**src/set_assoc_lru_cache_core_assert.svh**
```systemverilog
// Assertion macros for the cache core.
// Used by set_assoc_lru_cache_core; no other dependencies.
`ifndef SET_ASSOC_LRU_CACHE_CORE_ASSERT_SVH
`define SET_ASSOC_LRU_CACHE_CORE_ASSERT_SVH
`ifndef SYNTHESIS
`define SALC_ASSERT_CLK(lbl, c, r, p) \
  lbl: assert property (@(posedge c) disable iff (r) p) else $error("cache check failed");
`define SALC_ASSERT(lbl, p) `SALC_ASSERT_CLK(lbl, clk, rst, p)
`else
`define SALC_ASSERT_CLK(lbl, c, r, p)
`define SALC_ASSERT(lbl, p)
`endif
`endif

```
**src/salc_pkg.sv**
```systemverilog
// Shared types and constants for the set-associative cache core.
// No dependencies.
`default_nettype none
package salc_pkg;
  localparam int ADDR_W    = 12;
  localparam int WORD_W    = 32;
  localparam int STAMP_W   = 32;
  localparam int WAY_MAX_W = 4;
  localparam int CFG_IDX_W = 1;
  localparam int CFG_DAT_W = 1;

  localparam logic ACT_READ  = 1'b0;
  localparam logic ACT_WRITE = 1'b1;

  localparam logic [CFG_IDX_W-1:0] CFG_WRITE_ALLOCATE = 1'b0;
  localparam logic [CFG_IDX_W-1:0] CFG_WRITE_BACK     = 1'b1;

  typedef struct packed {
    logic                 hit;
    logic [WAY_MAX_W-1:0] hit_way;
    logic [WAY_MAX_W-1:0] vic_way;
    logic                 vic_dirty;
  } lookup_t;
endpackage
`default_nettype wire

```
**src/salc_victim.sv**
```systemverilog
// Tag match and LRU victim pick over one set row.
// Depends on salc_pkg.
`default_nettype none
module salc_victim import salc_pkg::*; #(
  parameter int NUM_WAYS = 4,
  parameter int TAG_W    = 6
) (
  input  wire logic [NUM_WAYS-1:0][TAG_W-1:0]   tags,
  input  wire logic [NUM_WAYS-1:0][STAMP_W-1:0] stamps,
  input  wire logic [NUM_WAYS-1:0]              valid,
  input  wire logic [NUM_WAYS-1:0]              dirty,
  input  wire logic [TAG_W-1:0]                 tag,
  output lookup_t                               lk
);
  localparam int WAY_W = (NUM_WAYS > 1) ? $clog2(NUM_WAYS) : 1;

  always_comb begin
    logic               found_inv;
    logic [STAMP_W-1:0] best;
    lk        = '0;
    found_inv = 1'b0;
    best      = stamps[0];
    for (int w = NUM_WAYS - 1; w >= 0; w--) begin
      if (valid[w] && tags[w] == tag) begin
        lk.hit     = 1'b1;
        lk.hit_way = WAY_MAX_W'(w);
      end
    end
    // first invalid way wins
    for (int w = NUM_WAYS - 1; w >= 0; w--) begin
      if (!valid[w]) begin
        found_inv  = 1'b1;
        lk.vic_way = WAY_MAX_W'(w);
      end
    end
    if (!found_inv) begin
      lk.vic_way = '0;
      for (int w = 1; w < NUM_WAYS; w++) begin
        if (stamps[w] < best) begin
          best       = stamps[w];
          lk.vic_way = WAY_MAX_W'(w);
        end
      end
    end
    lk.vic_dirty = !found_inv && dirty[WAY_W'(lk.vic_way)];
  end
endmodule
`default_nettype wire

```
**config.mk**
```make
export PLATFORM = sky130hd
export DESIGN_NAME = salc_victim
export DESIGN_NICKNAME = d
export VERILOG_FILES = /design/src/set_assoc_lru_cache_core_assert.svh /design/src/salc_pkg.sv /design/src/salc_victim.sv
export SDC_FILE = /design/constraint.sdc
export NUM_CORES = 1
export LEC_CHECK = 0
export ABC_AREA = 0
export BUFFER_PORTS_ARGS = -buffer_cell sky130_fd_sc_hd__buf_2
export CORE_MARGIN = 5
export CORE_UTILIZATION = 44
export DETAILED_ROUTE_END_ITERATION = 10
export PLACE_DENSITY = 0.82
export SYNTH_ARGS = -nofsm -noshare
export SYNTH_HDL_FRONTEND = slang
export SYNTH_SLANG_ARGS = --single-unit
export TNS_END_PERCENT = 5
```
**constraint.sdc**
```tcl
create_clock -name vclk -period 10.8
set_clock_uncertainty 0.2 [all_clocks]
set_input_delay 2.16 -clock vclk [all_inputs]
set_output_delay 2.16 -clock vclk [all_outputs]
set_load 0.02 [all_outputs]
```
==> results of run 1 <==
[worst min-delay path by stage]
stage / startpoint / to / slack (ns) / depth (start not counted)
2_1_floorplan: dirty[0] / lk[0] / 4.37 / 2
4_1_cts: dirty[0] / lk[0] / 4.51 / 4
3_3_place_gp: dirty[0] / lk[0] / 4.52 / 4
3_5_place_dp: dirty[0] / lk[0] / 4.53 / 4
5_1_grt: dirty[0] / lk[0] / 4.54 / 4
6_report: dirty[0] / lk[0] / 4.52 / 4
[final cells by class]
cell class,count,area [um^2]
inverter,39,146.4
fill,564,1978
multi-input combinational,432,3475
timing repair buffer,251,1569
tap,99,123.9
[power by group through the flow]
| stage | clock [mW] | sequential, mW | combinational (mW) |
|---|---|---|---|
| 2_1_floorplan | 0 | 0 | 0.186 |
| 6_report | 0 | 0 | 0.395 |
| 5_1_grt | 0 | 0 | 0.430 |
| 3_5_place_dp | 0 | 0 | 0.310 |
| 4_1_cts | 0 | 0 | 0.350 |
| 3_3_place_gp | 0 | 0 | 0.298 |
[cell families after synthesis]
logic type,synth area share [%]
AO/OA/AOI/OAI,29.08
XOR/XNOR,6.361
adder cells (fa/ha/maj),35.21
buffers and inverters,7.156
multiplexers,0.3029
other,0.1135
AND/OR/NAND/NOR,21.77
[cell usage after synthesis, types with 5 or more instances]
cell	instances	area, um^2
buf_2	6	30.03
a21oi_1	88	440.4
inv_1	39	146.4
nand2_1	19	71.32
ha_1	93	1164
nand4_1	20	125.1
nor4_1	7	43.79
xnor2_1	12	105.1
nor3_1	6	30.03
nand3_1	5	25.02
clkbuf_1	8	30.03
o21ai_0	19	95.09
a21o_1	10	75.07
a211oi_1	6	45.04
nor2_1	80	300.3
xor2_1	12	105.1
[routing by layer]
layer  global-route usage (%)  up-vias  share of wire, %
met5                        0        -                 0
li1                         -     2253                 -
met4                    7.235        0               4.7
met1                    30.04     2188                38
met3                    3.094       54               7.5
met2                    49.79      282                50
[repair_timing]
| action | CTS | global route |
|---|---|---|
| gates resized for setup | 30 | 69 |
| setup buffers | 14 | 6 |
| pin swaps | 15 | 37 |
| setup endpoints to repair | 3 | 3 |
| gates cloned | 4 | 0 |
[through the flow]
stage | instances | power (mW) | util [%]
2_1_floorplan | 488 | 0.1861 | -
3_3_place_gp | 801 | 0.2976 | 64.31
3_5_place_dp | 801 | 0.3095 | 64.31
4_1_cts | 818 | 0.3499 | 68.63
5_1_grt | 821 | 0.4300 | 72.87
6_report | 821 | 0.3951 | 72.87
==> summary.md, run 1 <==
| Metric | Value |
|---|---|
| Number of buffer and inverter stages on the critical path | `7` |
| Final Hold Violating Endpoints | `0` |
| Data required, critical path | `about 8.4 ns` |
| Number of instances in the synthesized netlist | `a little under 500` |
| Die height | `96.66 um` |
| Number of global-route vias before repair | `4827` |
| Horizontal extent of the die | `96.66 um` |
| Pwr per Cell Area | `74.35 mW/mm^2` |
| Depth of the critical timing path with buffers and inverters included | `33` |
| Number of pins with negative max-slew slack in the final report | `0` |
| Startpoint class of the critical path | `input pin` |
| Share of the cycle needed by the critical path after routing | `102.8%` |
| Share of total power consumed by net switching | `52.25%` |
| Leak pwr | `2.760 nW` |
| Total GRT Usage | `between 20% and 30%` |
| Critical Path Start | `stamps[27]` |
| Area of all placed cells without fillers | `0.005314 mm^2` |
| Sequential fraction of the synthesis area | `0%` |
| Pin count of the biggest net entering global routing | `17` |
| Violated checks | `negative setup slack` |
| Proportion of power drawn by combinational gates | `100.0%` |
| Initial DRT Pass Iterations | `5` |
| Last weighted congestion value of the routability-driven placer | `around 0.94` |
| Critical Path Slowest Stage Cell | `or3_4` |
| Critical path's top delay family | `simple AND/OR/NAND/NOR gates` |
| Highest Clock Rate | `around 0.09 GHz` |
| Post-route DRC violation count | `0` |
| Antenna violations before repair | `0` |
| Final WS setup | `-0.3068 ns` |
| Clock period minus final worst setup slack | `11.11 ns` |
| Setup repair after global routing missed its margin | `true` |
| Last element of the critical path | `lk[0]` |
| Number of buffers inserted by port buffering | `172` |
| Iter 0 DRT Violations | `346` |
| Internal portion of total power | `approximately 0.19 mW` |
| Hold Path Class | `input pin to output port` |
| Cell Area, Synth | `0.003304 mm^2` |
| Reg power frac | `0%` |
| Post-Syn Area per Cell | `6.813 um^2` |
| Post-cts hold buffer count | `0` |
| Proportion of layout cells with a drive suffix above 1 | `45.01%` |
| Core Footprint | `between 0.007 and 0.008 mm^2` |
| Worst slack, placed | `-0.4431 ns` |
| Clock buffer count | `0` |
| Most common cell after layout, fill and taps aside | `buf_2` |
| Number of distinct library cells after synthesis | `53` |
| Delay of the slowest critical-path stage | `0.43 ns` |
| Worst Setup End Kind | `output port` |
| Largest fanout of any net on the critical path | `8` |
| Max-cap violations | `0` |
| Worst slew slack as a fraction of its limit | `62.79%` |
| Net switching power figure | `0.2064 mW` |
| Detail-routed net length per standard cell | `~18 um` |
| Arrival time reported for the critical path endpoint | `8.75 ns` |
| Status | `finished, violations left` |
| IR drop worst, VDD | `~0.04 mV` |
| Sequential cell area | `0 um^2` |
| Number of synthesis warnings | `0` |
| Fraction of power consumed by the clock network | `0%` |
| Worst Tran Pin Value | `0.5531 ns` |
| Number of setup violations in the final report | `2` |
| Standard-cell row count | `31` |
| Startpoint-to-endpoint class of the critical path | `input pin to output port` |
| Top library cells by usage in the layout, fill and taps aside | `171 x buf_2, 89 x ha_1, 70 x a21oi_1` |
| HPWL Detailed | `~11000 um` |
| Die ar. | `0.009343 mm^2` |
| FFs & Latches | `0` |
| Global route total overflow | `0` |
| Starting utilization of the core area | `45.32%` |
| Antenna Diode Count | `0` |
| I/O pin count | `176` |
| Count of nets left with antenna violations after detail routing | `0` |
| DRT Wirelength | `14710 um` |
| Syn-to-layout area delta | `60.81%` |
| Detailed-route via count | `4777` |
| Worst Hold Margin | `roughly 4.5 ns` |
| Final layout net count | `983` |
| Setup TNS Final | `-0.3687 ns` |
| First-pass GRT wire length | `21110 um` |
| Detailed-route vias per instance | `5.819` |
| Instance area after placement | `between 0.004 and 0.005 mm^2` |
(Power assumes the default switching activity.)
==> run 2: changes to the inputs <==
Settings changed: SETUP_SLACK_MARGIN set to 0.4.
==> run 2 against run 1 <==
- the run still ends with negative setup slack left
- worst setup slack improved by 0.27 ns
- highest routed layer is now met5
- combinational power shrank 22%
- wire length decreased by 18%
- sequential cell count stayed put
- via count decreased by 11%
- global-route usage shrank 2.2 points
- die area unchanged
- critical path type unchanged
==> summary.md, run 2 (synthesized netlist as in run 1, its figures left out) <==
| Metric | Value |
|---|---|
| Highest Clock Rate | `0.09231 GHz (+2.5%)` |
| Number of buffers inserted by port buffering | `172 (unchanged)` |
| Startpoint class of the critical path | `input pin` |
| Standard-cell row count | `31 (unchanged)` |
| Worst Setup End Kind | `output port` |
| Arrival time reported for the critical path endpoint | `8.47 ns (-0.28 ns)` |
| Internal portion of total power | `0.1413 mW (-25%)` |
| Largest fanout of any net on the critical path | `12 (+4)` |
| Setup repair after global routing missed its margin | `true` |
| Final WS setup | `-0.03360 ns (+0.2732 ns)` |
| CP dominant cell by count | `a21oi_1` |
| Pwr per Cell Area | `67.87 mW/mm^2 (-8.7%)` |
| Clock period minus final worst setup slack | `10.83 ns (-0.2732 ns)` |
| Worst slew slack as a fraction of its limit | `65.02% (+2.2 points)` |
| Count of nets left with antenna violations after detail routing | `0 (unchanged)` |
| Sequential cell area | `0 um^2 (unchanged)` |
| Global route total overflow | `0 (unchanged)` |
| Total GRT Usage | `23.79% (-2.2 points)` |
| Core Footprint | `0.007292 mm^2 (unchanged)` |
| Final Hold Violating Endpoints | `0 (unchanged)` |
| Number of setup violations in the final report | `1 (-1)` |
| Top library cells by usage in the layout, fill and taps aside | `173 x buf_2, 93 x ha_1, 80 x nor2_1` |
| Worst slack, placed | `-0.2648 ns (+0.1784 ns)` |
| I/O pin count | `176 (unchanged)` |
| Critical Path Slowest Stage Cell | `o311a_1` |
| Fraction of power consumed by the clock network | `0% (unchanged)` |
| Number of global-route vias before repair | `4295 (-11%)` |
| Antenna Diode Count | `0 (unchanged)` |
| IR drop worst, VDD | `0.04283 mV (+5.7%)` |
| Horizontal extent of the die | `96.66 um (unchanged)` |
| Filler cells | `713 (+26%)` |
| FFs & Latches | `0 (unchanged)` |
| Detail-routed net length per standard cell | `15.63 um (-13%)` |
| Violated checks | `negative setup slack` |
| Proportion of layout cells with a drive suffix above 1 | `34.12% (-11 points)` |
| Status | `finished, violations left` |
| First-pass GRT wire length | `19350 um (-8.3%)` |
| Starting utilization of the core area | `45.32% (unchanged)` |
| Antenna violations before repair | `1 (+1)` |
| Die height | `96.66 um (unchanged)` |
| Die ar. | `0.009343 mm^2 (unchanged)` |
| HPWL Detailed | `10800 um (-1.5%)` |
| Most common cell after layout, fill and taps aside | `buf_2` |
| Last weighted congestion value of the routability-driven placer | `0.9389 (-0.49%)` |
| Final layout net count | `935 (-4.9%)` |
| Detailed-route vias per instance | `5.472 (-6.0%)` |
| Proportion of power drawn by combinational gates | `100.0% (about the same)` |
| Reg power frac | `0% (unchanged)` |
| DRT Wirelength | `12080 um (-18%)` |
| Share of the cycle needed by the critical path after routing | `100.3% (-2.5 points)` |
| Setup TNS Final | `-0.03360 ns (+0.3351 ns)` |
| Delay of the slowest critical-path stage | `0.42 ns (about the same)` |
| Net switching power figure | `0.1690 mW (-18%)` |
| Initial DRT Pass Iterations | `5 (unchanged)` |
| Pin count of the biggest net entering global routing | `15 (-2)` |
| Max-cap violations | `0 (unchanged)` |
| Post-route DRC violation count | `0 (unchanged)` |
| Iter 0 DRT Violations | `238 (-31%)` |
| Worst Tran Pin Value | `0.5199 ns (-0.03315 ns)` |
| Startpoint-to-endpoint class of the critical path | `input pin to output port` |
| Clock buffer count | `0 (unchanged)` |
| Number of pins with negative max-slew slack in the final report | `0 (unchanged)` |
| Data required, critical path | `8.44 ns (about the same)` |
| Leak pwr | `2.458 nW (-11%)` |
| Hold Path Class | `input pin to output port` |
| Syn-to-layout area delta | `38.36%` |
| Share of total power consumed by net switching | `54.45% (+2.2 points)` |
| Detailed-route via count | `4230 (-11%)` |
| Post-cts hold buffer count | `0 (unchanged)` |
run 2: changes by cell type in the layout (fill, tap and decap cells not counted), moves of 5 or more:
cell,previous run,this run
buf_4,68,26
nor2_1,64,80
nor2_2,11,0
a21oi_1,70,79
a21oi_2,14,9
nor2_4,5,0
run 2: critical path: cells and delay by family:
family	cells	cell delay [ns]
compound gates	19	3.74
fa+ha+maj	3	0.85
buf+inv	6	0.77
simple gates	5	0.74
mux	1	0.21
run 2: area by class of cell:
type,instances,area (um^2),share of cell area [%]
tap,99,123.9,2.709
multi-input combinational,433,3198,69.95
timing repair buffer,202,1104,24.14
inverter,39,146.4,3.202
run 2: final timing paths:
check / from / endpoint / slack (ns) / cells past startpoint
setup / recovery: stamps[2] / lk[0] / -0.03 / 34
hold / removal: dirty[0] / lk[0] / 4.54 / 4
run 2: per-layer routing:
layer / wire length, um / global-route usage, % / vias up / part of all wire (%)
met3: 845 / 3.741 / 23 / 7.0
met2: 5935 / 44.16 / 170 / 49
met1: 5020 / 28.98 / 1870 / 42
met4: 266 / 4.104 / 2 / 2.2
li1: - / - / 2165 / -
met5: 11 / 0 / - / 0.091
run 2: what timing repair did:
| item | CTS | global route |
|---|---|---|
| buffers inserted | 6 | 1 |
| gates cloned | 3 | 0 |
| pin swaps | 8 | 2 |
| endpoints found under the setup margin | 3 | 3 |
| resized for setup | 15 | 3 |
run 2: power groups by stage:
stage	clock network, mW	registers, mW	logic (mW)
final	0	0	0.310
after global routing	0	0	0.348
after global placement	0	0	0.279
after floorplan	0	0	0.195
after CTS	0	0	0.305
after detailed placement	0	0	0.289
run 2: per-stage QoR:
step	total power, mW	hold slack (ns)	util (%)	area [um^2]	instances
3_5_place_dp	0.2891	4.551	60.79	4433	763
5_1_grt	0.3479	4.576	62.70	4572	773
3_3_place_gp	0.2794	4.550	60.79	4433	763
2_1_floorplan	0.1952	4.388	-	3398	488
6_report	0.3103	4.545	62.70	4572	773
4_1_cts	0.3055	4.551	62.42	4552	772
